[src/sv/servo_command_frame_parser_core_macros.svh]
// Assertion helpers for the parser RTL.
`ifndef SERVO_COMMAND_FRAME_PARSER_CORE_MACROS_SVH
`define SERVO_COMMAND_FRAME_PARSER_CORE_MACROS_SVH

// Clocked check, quiet while reset is held.
`define SCFP_ASSERT(lbl, prop, msg) \
    lbl: assert property (@(posedge aclk) disable iff (!aresetn) prop) else $error(msg);

// Clocked check that also covers the reset cycles.
`define SCFP_ASSERT_RST(lbl, prop, msg) \
    lbl: assert property (@(posedge aclk) prop) else $error(msg);

`endif

[src/sv/scfp_pkg.sv]
package scfp_pkg;

    // Group size limit and the counter width that follows from it.
    localparam int MAX_GROUP_FRAMES = 6;
    localparam int GCNT_W           = $clog2(MAX_GROUP_FRAMES + 1);

    // Field widths.
    localparam int ID_ACC_W = 10;
    localparam int ACC_W    = 14;
    localparam int LEN_W    = 3;

    // Configuration register reset values.
    localparam logic [7:0]       MAX_ID_RST    = 8'd5;
    localparam logic [ACC_W-1:0] PULSE_MIN_RST = 14'd500;
    localparam logic [ACC_W-1:0] PULSE_MAX_RST = 14'd2500;

    // Configuration register indexes.
    localparam logic [1:0] REG_ID_MAX    = 2'd0;
    localparam logic [1:0] REG_PULSE_MIN = 2'd1;
    localparam logic [1:0] REG_PULSE_MAX = 2'd2;

    // Field length limits.
    localparam logic [LEN_W-1:0] ID_LEN_MAX  = 3'd3;
    localparam logic [LEN_W-1:0] NUM_LEN_MAX = 3'd4;
    localparam logic [LEN_W-1:0] LEN_SAT     = 3'd7;

    // Characters of the command syntax.
    localparam logic [7:0] CH_NUL   = 8'h00;
    localparam logic [7:0] CH_LF    = 8'h0a;
    localparam logic [7:0] CH_CR    = 8'h0d;
    localparam logic [7:0] CH_SPACE = 8'h20;
    localparam logic [7:0] CH_BANG  = 8'h21;
    localparam logic [7:0] CH_HASH  = 8'h23;
    localparam logic [7:0] CH_ZERO  = 8'h30;
    localparam logic [7:0] CH_NINE  = 8'h39;
    localparam logic [7:0] CH_SEMI  = 8'h3b;
    localparam logic [7:0] CH_P     = 8'h50;
    localparam logic [7:0] CH_T     = 8'h54;
    localparam logic [7:0] CH_LBRACE = 8'h7b;
    localparam logic [7:0] CH_RBRACE = 8'h7d;

    // Result kinds.
    localparam logic [1:0] KIND_SINGLE    = 2'd0;
    localparam logic [1:0] KIND_GROUP     = 2'd1;
    localparam logic [1:0] KIND_GROUP_END = 2'd2;
    localparam logic [1:0] KIND_REJECT    = 2'd3;

    // Range status codes.
    localparam logic [1:0] ST_OK       = 2'd0;
    localparam logic [1:0] ST_ID_RANGE = 2'd1;
    localparam logic [1:0] ST_PW_RANGE = 2'd2;

    // Parse phases, one-hot.
    typedef enum logic [12:0] {
        PH_IDLE        = 13'b0000000000001,
        PH_SKIP        = 13'b0000000000010,
        PH_DEAD        = 13'b0000000000100,
        PH_S_ID        = 13'b0000000001000,
        PH_S_PULSE     = 13'b0000000010000,
        PH_S_PULSE_BAD = 13'b0000000100000,
        PH_S_TIME      = 13'b0000001000000,
        PH_S_TIME_BAD  = 13'b0000010000000,
        PH_G_SEEK      = 13'b0000100000000,
        PH_G_ID        = 13'b0001000000000,
        PH_G_PULSE     = 13'b0010000000000,
        PH_G_TIME      = 13'b0100000000000,
        PH_G_FULL      = 13'b1000000000000
    } scfp_phase_t;

    // One received byte.
    typedef struct packed {
        logic [7:0] char_byte;
        logic       end_of_message;
    } scfp_byte_t;

    // Range limits.
    typedef struct packed {
        logic [7:0]       id_max;
        logic [ACC_W-1:0] pulse_min;
        logic [ACC_W-1:0] pulse_max;
    } scfp_cfg_t;

    // One result.
    typedef struct packed {
        logic [1:0]       kind;
        logic [1:0]       status;
        logic [7:0]       unit_id;
        logic [ACC_W-1:0] pulse_width;
        logic [ACC_W-1:0] move_time;
    } scfp_result_t;

    // Accumulator step outcome.
    typedef struct packed {
        logic [ACC_W-1:0] acc;
        logic [LEN_W-1:0] len;
        logic             done;
    } scfp_feed_t;

    function automatic logic scfp_is_digit(input logic [7:0] c);
        return (c >= CH_ZERO) && (c <= CH_NINE);
    endfunction

    function automatic logic scfp_len_ok(input logic [LEN_W-1:0] len,
                                         input logic [LEN_W-1:0] lim);
        return (len != '0) && (len <= lim);
    endfunction

    // One character into a decimal field: digits count until the first
    // non-digit or the length limit, the length saturates at seven.
    function automatic scfp_feed_t scfp_feed(input logic [ACC_W-1:0] acc,
                                             input logic [7:0]       c,
                                             input logic [LEN_W-1:0] len,
                                             input logic             done,
                                             input logic [LEN_W-1:0] lim);
        scfp_feed_t  r;
        logic [17:0] times10;
        r.acc   = acc;
        r.done  = done;
        times10 = {1'b0, acc, 3'b000} + {3'b000, acc, 1'b0}
                + {10'd0, c - CH_ZERO};
        if ((len < lim) && !done) begin
            if (scfp_is_digit(c)) begin
                r.acc = times10[ACC_W-1:0];
            end else begin
                r.done = 1'b1;
            end
        end
        r.len = (len < LEN_SAT) ? len + 3'd1 : len;
        return r;
    endfunction

endpackage

[src/sv/scfp_in_reg.sv]
module scfp_in_reg (
    input  logic                aclk,
    input  logic                aresetn,
    input  logic                s_tvalid,
    output logic                s_tready,
    input  logic [7:0]          s_tdata,    // [7:0] char_byte
    input  logic                s_tlast,    // end_of_message
    output logic                item_valid,
    output scfp_pkg::scfp_byte_t item,
    input  logic                take
);
    import scfp_pkg::*;

    logic       valid_reg;
    scfp_byte_t byte_reg;

    // Room when empty or when the held byte leaves this cycle.
    assign s_tready   = !valid_reg || take;
    assign item_valid = valid_reg;
    assign item       = byte_reg;

    // Occupancy.
    always_ff @(posedge aclk) begin
        if (!aresetn) begin
            valid_reg <= 1'b0;
        end else if (s_tvalid && s_tready) begin
            valid_reg <= 1'b1;
        end else if (take) begin
            valid_reg <= 1'b0;
        end
    end

    // Byte capture.
    always_ff @(posedge aclk) begin
        if (s_tvalid && s_tready) begin
            byte_reg.char_byte      <= s_tdata;
            byte_reg.end_of_message <= s_tlast;
        end
    end

endmodule

[src/sv/scfp_parse.sv]
module scfp_parse (
    input  logic                  aclk,
    input  logic                  aresetn,
    input  scfp_pkg::scfp_cfg_t   cfg,
    input  logic                  item_valid,
    input  scfp_pkg::scfp_byte_t  item,
    output logic                  take,
    input  logic                  out_free,
    output logic                  push,
    output scfp_pkg::scfp_result_t result
);
    import scfp_pkg::*;

    scfp_phase_t           phase_reg, phase_next;
    logic [ID_ACC_W-1:0]   id_reg, id_next;
    logic [ACC_W-1:0]      pulse_reg, pulse_next;
    logic [ACC_W-1:0]      time_reg, time_next;
    logic [LEN_W-1:0]      len_reg, len_next;
    logic                  done_reg, done_next;
    logic [GCNT_W-1:0]     gcnt_reg, gcnt_next;

    logic                  emit;
    logic                  grp;
    logic [7:0]            c;
    logic [1:0]            status;
    logic [GCNT_W-1:0]     gcnt_inc;
    scfp_feed_t            fd_id, fd_pulse, fd_time;

    assign c        = item.char_byte;
    assign grp      = (phase_reg == PH_G_SEEK) || (phase_reg == PH_G_ID) ||
                      (phase_reg == PH_G_PULSE) || (phase_reg == PH_G_TIME) ||
                      (phase_reg == PH_G_FULL);
    assign gcnt_inc = gcnt_reg + GCNT_W'(1);

    // Field accumulator steps.
    assign fd_id    = scfp_feed({{(ACC_W-ID_ACC_W){1'b0}}, id_reg}, c, len_reg,
                                done_reg, ID_LEN_MAX);
    assign fd_pulse = scfp_feed(pulse_reg, c, len_reg, done_reg, NUM_LEN_MAX);
    assign fd_time  = scfp_feed(time_reg, c, len_reg, done_reg, NUM_LEN_MAX);

    // Range status, id checked first.
    always_comb begin
        if (id_reg[7:0] > cfg.id_max) begin
            status = ST_ID_RANGE;
        end else if ((pulse_reg < cfg.pulse_min) || (pulse_reg > cfg.pulse_max)) begin
            status = ST_PW_RANGE;
        end else begin
            status = ST_OK;
        end
    end

    // Next state and result for the byte at the head of the input register.
    always_comb begin
        phase_next = phase_reg;
        id_next    = id_reg;
        pulse_next = pulse_reg;
        time_next  = time_reg;
        len_next   = len_reg;
        done_next  = done_reg;
        gcnt_next  = gcnt_reg;
        emit       = 1'b0;
        result     = '0;

        if (phase_reg == PH_DEAD) begin
            // wait for the end of the message
        end else if (c == CH_NUL) begin
            phase_next = PH_DEAD;
        end else if (c == CH_SEMI) begin
            phase_next = PH_IDLE;
        end else if (grp && (c == CH_RBRACE)) begin
            emit        = 1'b1;
            result.kind = KIND_GROUP_END;
            phase_next  = PH_SKIP;
        end else begin
            unique case (phase_reg)
                PH_IDLE: begin
                    if ((c == CH_SPACE) || (c == CH_CR) || (c == CH_LF)) begin
                        phase_next = PH_IDLE;
                    end else if (c == CH_HASH) begin
                        id_next    = '0;
                        pulse_next = '0;
                        time_next  = '0;
                        len_next   = '0;
                        done_next  = 1'b0;
                        phase_next = PH_S_ID;
                    end else if (c == CH_LBRACE) begin
                        gcnt_next  = '0;
                        phase_next = PH_G_SEEK;
                    end else begin
                        phase_next = PH_SKIP;
                    end
                end
                PH_S_ID: begin
                    if ((len_reg == '0) && !scfp_is_digit(c)) begin
                        phase_next = PH_SKIP;
                    end else if (c == CH_P) begin
                        phase_next = scfp_len_ok(len_reg, ID_LEN_MAX) ?
                                     PH_S_PULSE : PH_S_PULSE_BAD;
                        len_next   = '0;
                        done_next  = 1'b0;
                    end else begin
                        id_next   = fd_id.acc[ID_ACC_W-1:0];
                        len_next  = fd_id.len;
                        done_next = fd_id.done;
                    end
                end
                PH_S_PULSE: begin
                    if (c == CH_T) begin
                        phase_next = scfp_len_ok(len_reg, NUM_LEN_MAX) ?
                                     PH_S_TIME : PH_S_TIME_BAD;
                        len_next   = '0;
                        done_next  = 1'b0;
                    end else begin
                        pulse_next = fd_pulse.acc;
                        len_next   = fd_pulse.len;
                        done_next  = fd_pulse.done;
                    end
                end
                PH_S_PULSE_BAD: begin
                    if (c == CH_T) begin
                        phase_next = PH_S_TIME_BAD;
                    end
                end
                PH_S_TIME: begin
                    if (c == CH_BANG) begin
                        emit = 1'b1;
                        if (scfp_len_ok(len_reg, NUM_LEN_MAX)) begin
                            result.kind        = KIND_SINGLE;
                            result.status      = status;
                            result.unit_id     = id_reg[7:0];
                            result.pulse_width = pulse_reg;
                            result.move_time   = time_reg;
                        end else begin
                            result.kind = KIND_REJECT;
                        end
                        phase_next = PH_SKIP;
                    end else begin
                        time_next = fd_time.acc;
                        len_next  = fd_time.len;
                        done_next = fd_time.done;
                    end
                end
                PH_S_TIME_BAD: begin
                    if (c == CH_BANG) begin
                        emit        = 1'b1;
                        result.kind = KIND_REJECT;
                        phase_next  = PH_SKIP;
                    end
                end
                PH_G_SEEK: begin
                    if (c == CH_HASH) begin
                        id_next    = '0;
                        pulse_next = '0;
                        time_next  = '0;
                        len_next   = '0;
                        done_next  = 1'b0;
                        phase_next = PH_G_ID;
                    end
                end
                PH_G_ID: begin
                    if (c == CH_P) begin
                        len_next   = '0;
                        done_next  = 1'b0;
                        phase_next = PH_G_PULSE;
                    end else begin
                        id_next   = fd_id.acc[ID_ACC_W-1:0];
                        len_next  = fd_id.len;
                        done_next = fd_id.done;
                    end
                end
                PH_G_PULSE: begin
                    if (c == CH_T) begin
                        len_next   = '0;
                        done_next  = 1'b0;
                        phase_next = PH_G_TIME;
                    end else begin
                        pulse_next = fd_pulse.acc;
                        len_next   = fd_pulse.len;
                        done_next  = fd_pulse.done;
                    end
                end
                PH_G_TIME: begin
                    if (c == CH_BANG) begin
                        emit               = 1'b1;
                        result.kind        = KIND_GROUP;
                        result.status      = status;
                        result.unit_id     = id_reg[7:0];
                        result.pulse_width = pulse_reg;
                        result.move_time   = time_reg;
                        gcnt_next          = gcnt_inc;
                        phase_next = (gcnt_inc >= GCNT_W'(MAX_GROUP_FRAMES)) ?
                                     PH_G_FULL : PH_G_SEEK;
                    end else begin
                        time_next = fd_time.acc;
                        len_next  = fd_time.len;
                        done_next = fd_time.done;
                    end
                end
                default: begin
                    // skip, group full: nothing until a restart
                end
            endcase
        end

        // End of message restarts parsing.
        if (item.end_of_message) begin
            phase_next = PH_IDLE;
        end
    end

    // A byte with a result waits for space in the output register.
    assign take = item_valid && (!emit || out_free);
    assign push = take && emit;

    // Parse state.
    always_ff @(posedge aclk) begin
        if (!aresetn) begin
            phase_reg <= PH_IDLE;
            id_reg    <= '0;
            pulse_reg <= '0;
            time_reg  <= '0;
            len_reg   <= '0;
            done_reg  <= 1'b0;
            gcnt_reg  <= '0;
        end else if (take) begin
            phase_reg <= phase_next;
            id_reg    <= id_next;
            pulse_reg <= pulse_next;
            time_reg  <= time_next;
            len_reg   <= len_next;
            done_reg  <= done_next;
            gcnt_reg  <= gcnt_next;
        end
    end

endmodule

[src/sv/scfp_out_reg.sv]
module scfp_out_reg (
    input  logic                  aclk,
    input  logic                  aresetn,
    input  logic                  push,
    input  scfp_pkg::scfp_result_t result,
    output logic                  out_free,
    output logic                  m_tvalid,
    input  logic                  m_tready,
    output logic [39:0]           m_tdata,  // [1:0] status, [9:2] unit_id,
                                            // [23:10] pulse_width,
                                            // [37:24] move_time, [39:38] zero
    output logic [1:0]            m_tuser   // [1:0] kind
);
    import scfp_pkg::*;

    logic         valid_reg;
    scfp_result_t res_reg;

    // Free when empty or when the held result is taken this cycle.
    assign out_free = !valid_reg || m_tready;
    assign m_tvalid = valid_reg;
    assign m_tuser  = res_reg.kind;
    assign m_tdata  = {2'b00, res_reg.move_time, res_reg.pulse_width,
                       res_reg.unit_id, res_reg.status};

    // Occupancy.
    always_ff @(posedge aclk) begin
        if (!aresetn) begin
            valid_reg <= 1'b0;
        end else if (push) begin
            valid_reg <= 1'b1;
        end else if (m_tready) begin
            valid_reg <= 1'b0;
        end
    end

    // Result capture.
    always_ff @(posedge aclk) begin
        if (push) begin
            res_reg <= result;
        end
    end

endmodule

[src/sv/servo_command_frame_parser_core.sv]
// Servo command frame parser: takes one ASCII byte per transfer on the s_
// stream (s_tlast marks the last byte of a message) and delivers one result
// per completed '#id P pulse T time !' frame, per group end '}' and per
// rejected single frame on the m_ stream; m_tuser carries the kind. A byte
// is registered on entry, parse logic updates the small phase and accumulator
// registers as the byte is taken and a result is registered on exit; bytes
// are taken at one per cycle while the output register has room, the rate
// set by the single parse-state update made for each byte. Limits are
// written on the cfg_ port (index 0 max servo id, 1 pulse min, 2 pulse max)
// by the user while the stream is idle, unenforced; cfg_ready is always high.
`include "servo_command_frame_parser_core_macros.svh"

module servo_command_frame_parser_core (
    input  logic        aclk,
    input  logic        aresetn,
    input  logic        s_tvalid,
    output logic        s_tready,
    input  logic [7:0]  s_tdata,    // [7:0] char_byte
    input  logic        s_tlast,    // end_of_message
    output logic        m_tvalid,
    input  logic        m_tready,
    output logic [39:0] m_tdata,    // [1:0] status, [9:2] unit_id,
                                    // [23:10] pulse_width, [37:24] move_time,
                                    // [39:38] zero
    output logic [1:0]  m_tuser,    // [1:0] kind
    input  logic        cfg_valid,
    output logic        cfg_ready,
    input  logic [1:0]  cfg_index,
    input  logic [13:0] cfg_data
);
    import scfp_pkg::*;

    scfp_cfg_t    cfg_reg;
    scfp_byte_t   item;
    scfp_result_t result;
    logic         item_valid;
    logic         take;
    logic         push;
    logic         out_free;

    // Configuration writes.
    assign cfg_ready = 1'b1;

    always_ff @(posedge aclk) begin
        if (!aresetn) begin
            cfg_reg.id_max    <= MAX_ID_RST;
            cfg_reg.pulse_min <= PULSE_MIN_RST;
            cfg_reg.pulse_max <= PULSE_MAX_RST;
        end else if (cfg_valid && cfg_ready) begin
            unique case (cfg_index)
                REG_ID_MAX:    cfg_reg.id_max    <= cfg_data[7:0];
                REG_PULSE_MIN: cfg_reg.pulse_min <= cfg_data;
                REG_PULSE_MAX: cfg_reg.pulse_max <= cfg_data;
                default: begin
                    // unused index
                end
            endcase
        end
    end

    scfp_in_reg u_in (
        .aclk       (aclk),
        .aresetn    (aresetn),
        .s_tvalid   (s_tvalid),
        .s_tready   (s_tready),
        .s_tdata    (s_tdata),
        .s_tlast    (s_tlast),
        .item_valid (item_valid),
        .item       (item),
        .take       (take)
    );

    scfp_parse u_parse (
        .aclk       (aclk),
        .aresetn    (aresetn),
        .cfg        (cfg_reg),
        .item_valid (item_valid),
        .item       (item),
        .take       (take),
        .out_free   (out_free),
        .push       (push),
        .result     (result)
    );

    scfp_out_reg u_out (
        .aclk     (aclk),
        .aresetn  (aresetn),
        .push     (push),
        .result   (result),
        .out_free (out_free),
        .m_tvalid (m_tvalid),
        .m_tready (m_tready),
        .m_tdata  (m_tdata),
        .m_tuser  (m_tuser)
    );

    // Checks.
    `SCFP_ASSERT(a_marker_no_fields, m_tvalid && ((m_tuser == KIND_GROUP_END) || (m_tuser == KIND_REJECT)) |-> (m_tdata == '0), "group end or reject carries field data")
    `SCFP_ASSERT(a_status_code, m_tvalid |-> (m_tdata[1:0] != 2'd3), "undefined status code")
    `SCFP_ASSERT(a_byte_held, item_valid && !take |=> item_valid, "held byte dropped while stalled")
    `SCFP_ASSERT_RST(a_reset_empty, !aresetn |=> !m_tvalid && !item_valid, "pipeline not empty after reset")

endmodule

[config.mk]
export PLATFORM = sky130hd
export DESIGN_NAME = servo_command_frame_parser_core
export DESIGN_NICKNAME = d
export VERILOG_FILES = /design/src/sv/scfp_pkg.sv /design/src/sv/scfp_in_reg.sv /design/src/sv/scfp_parse.sv /design/src/sv/scfp_out_reg.sv /design/src/sv/servo_command_frame_parser_core.sv
export VERILOG_INCLUDE_DIRS = /design/src /design/src/sv
export SDC_FILE = /design/constraint.sdc
export NUM_CORES = 1
export LEC_CHECK = 0
export BUFFER_PORTS_ARGS = -buffer_cell sky130_fd_sc_hd__buf_4
export CORE_ASPECT_RATIO = 0.6
export CORE_MARGIN = 2
export CORE_UTILIZATION = 35
export CTS_BUF_LIST = sky130_fd_sc_hd__clkbuf_8
export CTS_CLUSTER_SIZE = 40
export DETAILED_ROUTE_END_ITERATION = 12
export PLACE_DENSITY_LB_ADDON = 0.1
export SYNTH_ARGS = -nofsm -noshare
export SYNTH_HDL_FRONTEND = slang
export SYNTH_SLANG_ARGS = --single-unit
[constraint.sdc]
create_clock -name aclk -period 4.87 [get_ports aclk]
set_clock_uncertainty 0.1 [all_clocks]
set_input_delay 0.2435 -clock aclk [delete_from_list [all_inputs] [get_ports aclk]]
set_output_delay 0.2435 -clock aclk [all_outputs]
set_load 0.02 [all_outputs]
; ---- After elaboration in Yosys (flattened, before gate mapping)
; Cells that the tools add are included.
[totals]
latchBits = 0
ram_bits = 0
ff_bits = 145
inputBits = 30
word_cells = 223
romBits = 0
memories = 0
[op_classes]
shifts = 0
n_eq_ne = 44
order_cmp = 11
bitwise_logic = 4
n_reduce_logical = 52
n_mul = 0
mux = 83
n_addsub = 9
div_mod_pow = 0
[ops]
columns = operator, count
row1 = $mux W13, 17
row2 = $mux W14, 10
row3 = $pmux W13 S9, 1
row4 = $pmux W14 S3, 2
row5 = $pmux W38 S2, 1
row6 = $mux W10, 6
row7 = $mux W40, 1
row8 = $pmux W10 S4, 1
row9 = $mux W39, 1
row10 = $mux W38, 1
row11 = $mux W3, 11
row12 = $eq A8 B6 Y1 const B, 4
row13 = $eq A8 B7 Y1 const B, 4
row14 = $reduce_and A10 Y1, 3
row15 = $add A14 B14 Y14, 2
row16 = $add A14 B8 Y14, 2
row17 = $ne A6 B6 Y1 const B, 4
row18 = $mux W1, 19
row19 = $pmux W3 S6, 1
row20 = $eq A8 B4 Y1 const B, 2
row21 = $gt A14 B14 Y1, 1
row22 = $lt A14 B14 Y1, 1
row23 = $ne A2 B2 Y1 const B, 7
row24 = $eq A13 B1 Y1 const B, 1
row25 = 55 further kinds, 100

; ---- Logic depth before layout (Yosys ltp)
[depth]
word_depth = 16
mapped_depth = 14

; ---- Cells and area by module
; A second synthesis with hierarchy kept.
[unflattened]
cells_unflattened = 1040
hier_area_um2 = 9644.2
[by_module_without_submodules]
columns = module, seq_area_each_um2, n_inst, area_per_inst_um2, cells_each
row1 = scfp_parse, 1121.1, 1, 6588.8, 834
row2 = servo_command_frame_parser_core, 720.7, 1, 1458.9, 145
row3 = scfp_out_reg, 1221.2, 1, 1268.7, 47
row4 = scfp_in_reg, 290.3, 1, 327.8, 14

; ---- Least setup slack after synthesis
; OpenSTA, ideal clock, no wires.
[synth_path]
path_kind = register -> register
startpoint = register u_parse.phase_reg[0]
endpoint = register u_out.res_reg (netlist bit u_out.m_tdata[0]) (enable)
stages_incl_launch_ff = 8
t_arrival_ns = 3.315
path_slack_ns = 1.018
n_path_buf = 0
required_ns = 4.333
period_less_slack_ns = 3.852
cell_sequence = dfxtp_1 or4_1 nor2_1 and4_1 o21ai_0 nand2_1 nand2_1 nor2_1
[synth_via]
elab_chain_len = 14
[synth_lines]
columns = element, line
row1 = from (decl), scfp_parse.sv:14  ; scfp_phase_t phase_reg, phase_next;
row2 = from (signal assigned), scfp_parse.sv:226  ; phase_reg <= phase_next;
row3 = $eq A13 B9 Y1 / $eq A13 B10 Y1 (equally long branches), scfp_parse.sv:30  ; assign grp = (phase_reg == PH_G_SEEK) || (phase_reg == PH_G_ID) ||
row4 = $logic_or A1 B1 Y1 (2 in series), scfp_parse.sv:30
row5 = $logic_or A1 B1 Y1 (2 in series), scfp_parse.sv:31  ; (phase_reg == PH_G_PULSE) || (phase_reg == PH_G_TIME) ||
row6 = $logic_and A1 B1 Y1, scfp_parse.sv:70  ; end else if (grp && (c == CH_RBRACE)) begin
row7 = $mux W1, scfp_parse.sv:70
row8 = $mux W1, scfp_parse.sv:68  ; end else if (c == CH_SEMI) begin
row9 = $mux W1, scfp_parse.sv:66  ; end else if (c == CH_NUL) begin
row10 = $mux W1 *, scfp_parse.sv:64  ; if (phase_reg == PH_DEAD) begin
row11 = $logic_not A1 Y1, scfp_parse.sv:212  ; assign take = item_valid && (!emit || out_free);
row12 = $logic_or A1 B1 Y1, scfp_parse.sv:212
row13 = $logic_and A1 B1 Y1, scfp_parse.sv:212
row14 = $logic_and A1 B1 Y1 *, scfp_parse.sv:213  ; assign push = take && emit;
row15 = named net push, servo_command_frame_parser_core.sv:38  ; logic push;
row16 = to (signal assigned), scfp_out_reg.sv:40  ; res_reg <= result;
row17 = to (decl), scfp_out_reg.sv:17  ; scfp_result_t res_reg;
; The timed path passes the listed nets; every way through them passes the cells marked *.
; A chain may end at the register's enable or synchronous reset.

; ---- Final worst setup path
[layout_path]
startpoint = register u_in.byte_reg (netlist bit u_in.item[5])
endpoint = register u_parse.time_reg[13]
[layout_via]
elab_chain_len = 11
[layout_lines]
columns = element, line
row1 = from (decl), scfp_in_reg.sv:15  ; scfp_byte_t byte_reg;
row2 = branches (longest 11 deep; another with $add A14 B8 Y14), --
row3 = to (signal assigned), scfp_parse.sv:229  ; time_reg <= time_next;
row4 = to (decl), scfp_parse.sv:17  ; logic [ACC_W-1:0] time_reg, time_next;
; Parallel ways; which one is timed is not known. The select of a mux whose other input is x is not followed.

==> out/results.tsv <==
stage	metric	value	unit
status	outcome	finished clean	
die	die height	128	um
grt	via count of the first global-routing pass	6615	
worst_setup_path	Crit Path Max Fanout	7	
pwr	static leakage	4.58	nW
timing	share of the clock period used by the worst path	83.7	%
worst_setup_path	data required time of the worst path	5.17	ns
grt	initial antenna violation count	0	
yosys	share of async-settable or async-resettable flops after synthesis	0	%
worst_setup_path	worst-path cell chain	ha_1 > xor2_1 > fa_1 > inv_1 > ha_1 > nor3_1 > nor2_1 > a31oi_1 > nor2b_1 > o21a_1 > o41ai_1 > xnor2_1 > o31ai_1	
placed_design	setup slack at placement	0.832	ns
min_path	origin of the worst min-delay path	aresetn	
min_path	Min-Delay Path Class	primary input to flop	
clock_tree	Clk Latency, worst-skew pair	0.49	ns
timing	Max-slew headroom	42.9	%
placed_design	half-perimeter wire length after detailed placement	18.6	mm
route	drt wl/cell	17.1	um
worst_setup_path	critical path type	flop to flop	
layout	footprint of the multi-input gates	5110	um^2
worst_setup_path	delay of the slowest cell on the worst path	0.66	ns
die	die outline area	27000	um^2
clock_tree	TritonCTS clock tree	done	
timing	achievable clock frequency	245	MHz
yosys	prevailing post-synth register cell	sky130_fd_sc_hd__dfxtp_1	
die	Die Width	211	um
layout	area occupied by registers	3350	um^2
clock_tree	clock root buffer master	sky130_fd_sc_hd__clkbuf_8	
route	Pre-Repair DR Iteration Count	5	
timing	unrepaired setup endpoints after global routing	no	
timing	post-route worst setup slack	0.796	ns
die	starting utilization of the core area	35.6	%
worst_setup_path	crit path capture type	flop	
placed_design	placer's final routability congestion estimate	0.881	
yosys	sequential-to-total area share from yosys stat	37.3	%
worst_setup_path	arrival time at the worst endpoint	4.37	ns
clock_tree	clk slew on worst S/H paths	0.08	ns
yosys	most frequent cell after synthesis	sky130_fd_sc_hd__nand2_1	
yosys	synthesized flop and latch total	143	
clock_tree	buffer levels on the longest clock path	2	
worst_setup_path	launching element type of the critical path	flop	
yosys	distinct cell type count after synthesis	69	
route	number of vias per cell	5.11	
timing	worst hold margin	0.0496	ns
yosys	syn_area_per_cell	8.87	um^2
worst_setup_path	origin of the critical flop-to-flop path	u_in.item[5]$_DFFE_PP_	
worst_setup_path	slowest cell on the critical path	sky130_fd_sc_hd__xor2_1	
clock_tree	number of H-tree branching levels	4	
worst_setup_path	Critical path origin	u_in.item[5]$_DFFE_PP_	
layout	number of inserted filler cells in the final layout	2515	
worst_setup_path	count of buffer and inverter cells on the critical path	1	
layout	Antenna Diode Count	0	
timing	count of final hold-check violations	0	
pwr	total power per unit cell area	244	nW/um^2
timing	final number of setup-violating endpoints	0	
layout	share of layout cells above drive strength 1	11.2	%
yosys	area share of the largest cell type after synthesis	20.9	%
run	max-capacitance violation count	0	
timing	time the final worst path needs with I/O delays and setup	4.07	ns
grt	GRT Resource Usage Total	18.9	%
worst_setup_path	Top cell by count, worst path	sky130_fd_sc_hd__ha_1	
timing	final-report max-slew violation count	0	
layout	Nets	1236	
pwr	Max IR drop VDD	0.155	mV
die	Core Rows	45	
route	total DRC errors in the routed layout	0	
layout	flip-flop count of the largest register, all copies and words added	38	
clock_tree	cts bufs inserted	17	
die	core area	25300	um^2
die	I/O Pins	75	
route	iteration-0 DRC count of the detailed router	502	
timing	Total Neg Setup Slack	0	ns
placed_design	Port Buffer Count	71	
yosys	number of enable flip-flop cells after synthesis	49	
yosys	number of standard cells after synthesis	1014	
route	drt total wl	24.7	mm
layout	Area growth syn-to-layout	17.4	%
grt	Overflow after GRT	0	
yosys	most instantiated cells after synthesis	129 x sky130_fd_sc_hd__nand2_1, 94 x sky130_fd_sc_hd__dfxtp_1, 93 x sky130_fd_sc_hd__inv_1	
yosys	Netlist Area Pre-Place	8990	um^2
yosys	largest cells by area after synthesis	sky130_fd_sc_hd__dfxtp_1 21%, sky130_fd_sc_hd__edfxtp_1 16%, sky130_fd_sc_hd__ha_1 12%	
route	DR vias	7369	
clock_tree	number of sinks on the clock net	143	
yosys	leading area contributor after synthesis	sky130_fd_sc_hd__dfxtp_1	
worst_setup_path	Largest delay share family, worst path	adder cells	
route	residual antenna-violating net count after detailed routing	0	
timing	actual transition at the worst max-transition pin	0.850	ns
grt	wire length of the first global-routing pass	38.4	mm
yosys	Synth warnings	0	
grt	maximum number of pins on one net before global-route repair	52	
[worst reg2reg max path: stages (launching register included)]
cell and delay, ns:
sky130_fd_sc_hd__edfxtp_1 0.60, sky130_fd_sc_hd__ha_1 0.32, sky130_fd_sc_hd__xor2_1 0.66, sky130_fd_sc_hd__fa_1 0.52, sky130_fd_sc_hd__inv_1 0.07, sky130_fd_sc_hd__ha_1 0.29, sky130_fd_sc_hd__nor3_1 0.21, sky130_fd_sc_hd__nor2_1 0.07
sky130_fd_sc_hd__a31oi_1 0.24, sky130_fd_sc_hd__nor2b_1 0.08, sky130_fd_sc_hd__o21a_1 0.20, sky130_fd_sc_hd__o41ai_1 0.33, sky130_fd_sc_hd__xnor2_1 0.13, sky130_fd_sc_hd__o31ai_1 0.19
[cells by family after synthesis]
group	after synthesis	synth area share (%)
and+or+nand+nor	372	20.6
AOI/OAI and AO/OA	196	13.7
DFF	143	37.3
buffers and inverters	136	6.02
adders and majority gates	105	16.0
xor gates and xnor gates	35	3.41
muxes	25	2.80
other	2	0.0835
[path summary, 6_finish.rpt]
kind	end	cells past startpoint	slack (ns)
worst max-delay path	u_parse.time_reg[13]$_SDFFE_PN0P_	13	0.80
worst min-delay path	u_in.item_valid$_SDFFE_PN0P_	2	0.05
worst max register to register	u_parse.time_reg[13]$_SDFFE_PN0P_	13	0.80
worst min register to register	cfg_reg[27]$_SDFFE_PN0P_	2	0.36
[stage by stage]
step	total power [mW]	instance area, um^2	utilization [%]	cells
final	2.58	10600	41.8	1443
after global routing	2.70	10600	41.8	1443
after CTS	2.62	10600	41.8	1443
after detailed placement	1.51	9860	39.0	1385
after global placement	1.51	9860	39.0	1385
after floorplan	1.44	9000	-	1015
[cell type report]
class,count,area share [%]
Multi-Input combinational cell,736,48.4
Sequential cell,143,31.8
Timing Repair Buffer,109,8.48
Tap cell,329,3.90
Inverter,94,3.34
Clock buffer,17,2.22
Clock inverter,15,1.92
[repair_timing]
item | CTS | global route
resized for setup | 0 | 0
hold endpoints to repair | 46 | 0
hold buffers | 26 | 0
buffers inserted | 0 | 0
[power breakdown]
part / total [mW] / internal, mW / leakage [nW] / switching [mW]
clock network: 1.08 / 0.598 / 0.224 / 0.481
registers: 1.27 / 1.25 / 1.31 / 0.0224
logic: 0.233 / 0.0954 / 3.04 / 0.138
total: 2.58 / 1.94 / 4.58 / 0.641
[cell usage in the layout, fill, tap and decap left out, types with 13 or more instances in the layout]
| cell | Yosys | layout |
|---|---|---|
| sky130_fd_sc_hd__nand3_1 | 43 | 43 |
| sky130_fd_sc_hd__nand4_1 | 16 | 16 |
| sky130_fd_sc_hd__dfxtp_1 | 94 | 94 |
| sky130_fd_sc_hd__nor2_1 | 65 | 64 |
| sky130_fd_sc_hd__nor3_1 | 13 | 13 |
| sky130_fd_sc_hd__ha_1 | 88 | 88 |
| sky130_fd_sc_hd__a21o_1 | 22 | 22 |
| sky130_fd_sc_hd__clkbuf_8 | 0 | 17 |
| sky130_fd_sc_hd__inv_1 | 93 | 96 |
| sky130_fd_sc_hd__buf_4 | 3 | 82 |
| sky130_fd_sc_hd__and2_1 | 20 | 20 |
| sky130_fd_sc_hd__dlygate4sd3_1 | 0 | 26 |
| sky130_fd_sc_hd__xor2_1 | 13 | 13 |
| sky130_fd_sc_hd__fa_1 | 17 | 17 |
| sky130_fd_sc_hd__edfxtp_1 | 49 | 49 |
| sky130_fd_sc_hd__a21oi_1 | 77 | 77 |
| sky130_fd_sc_hd__o211ai_1 | 16 | 16 |
| sky130_fd_sc_hd__o21ai_0 | 26 | 26 |
| sky130_fd_sc_hd__nor2b_1 | 15 | 15 |
| sky130_fd_sc_hd__nand2_1 | 129 | 129 |
| sky130_fd_sc_hd__or3_1 | 18 | 18 |
| sky130_fd_sc_hd__mux2i_1 | 24 | 24 |
| sky130_fd_sc_hd__xnor2_1 | 22 | 22 |
[layer usage]
metal	share of wire (%)	GRT usage (%)	vias up
met5	0	0	-
met4	1.1	4.97	0
met3	7.0	4.95	19
met2	36	23.2	222
met1	56	30.8	3410
li1	-	-	3718
Note: power is estimated with default switching activity, not from simulation.
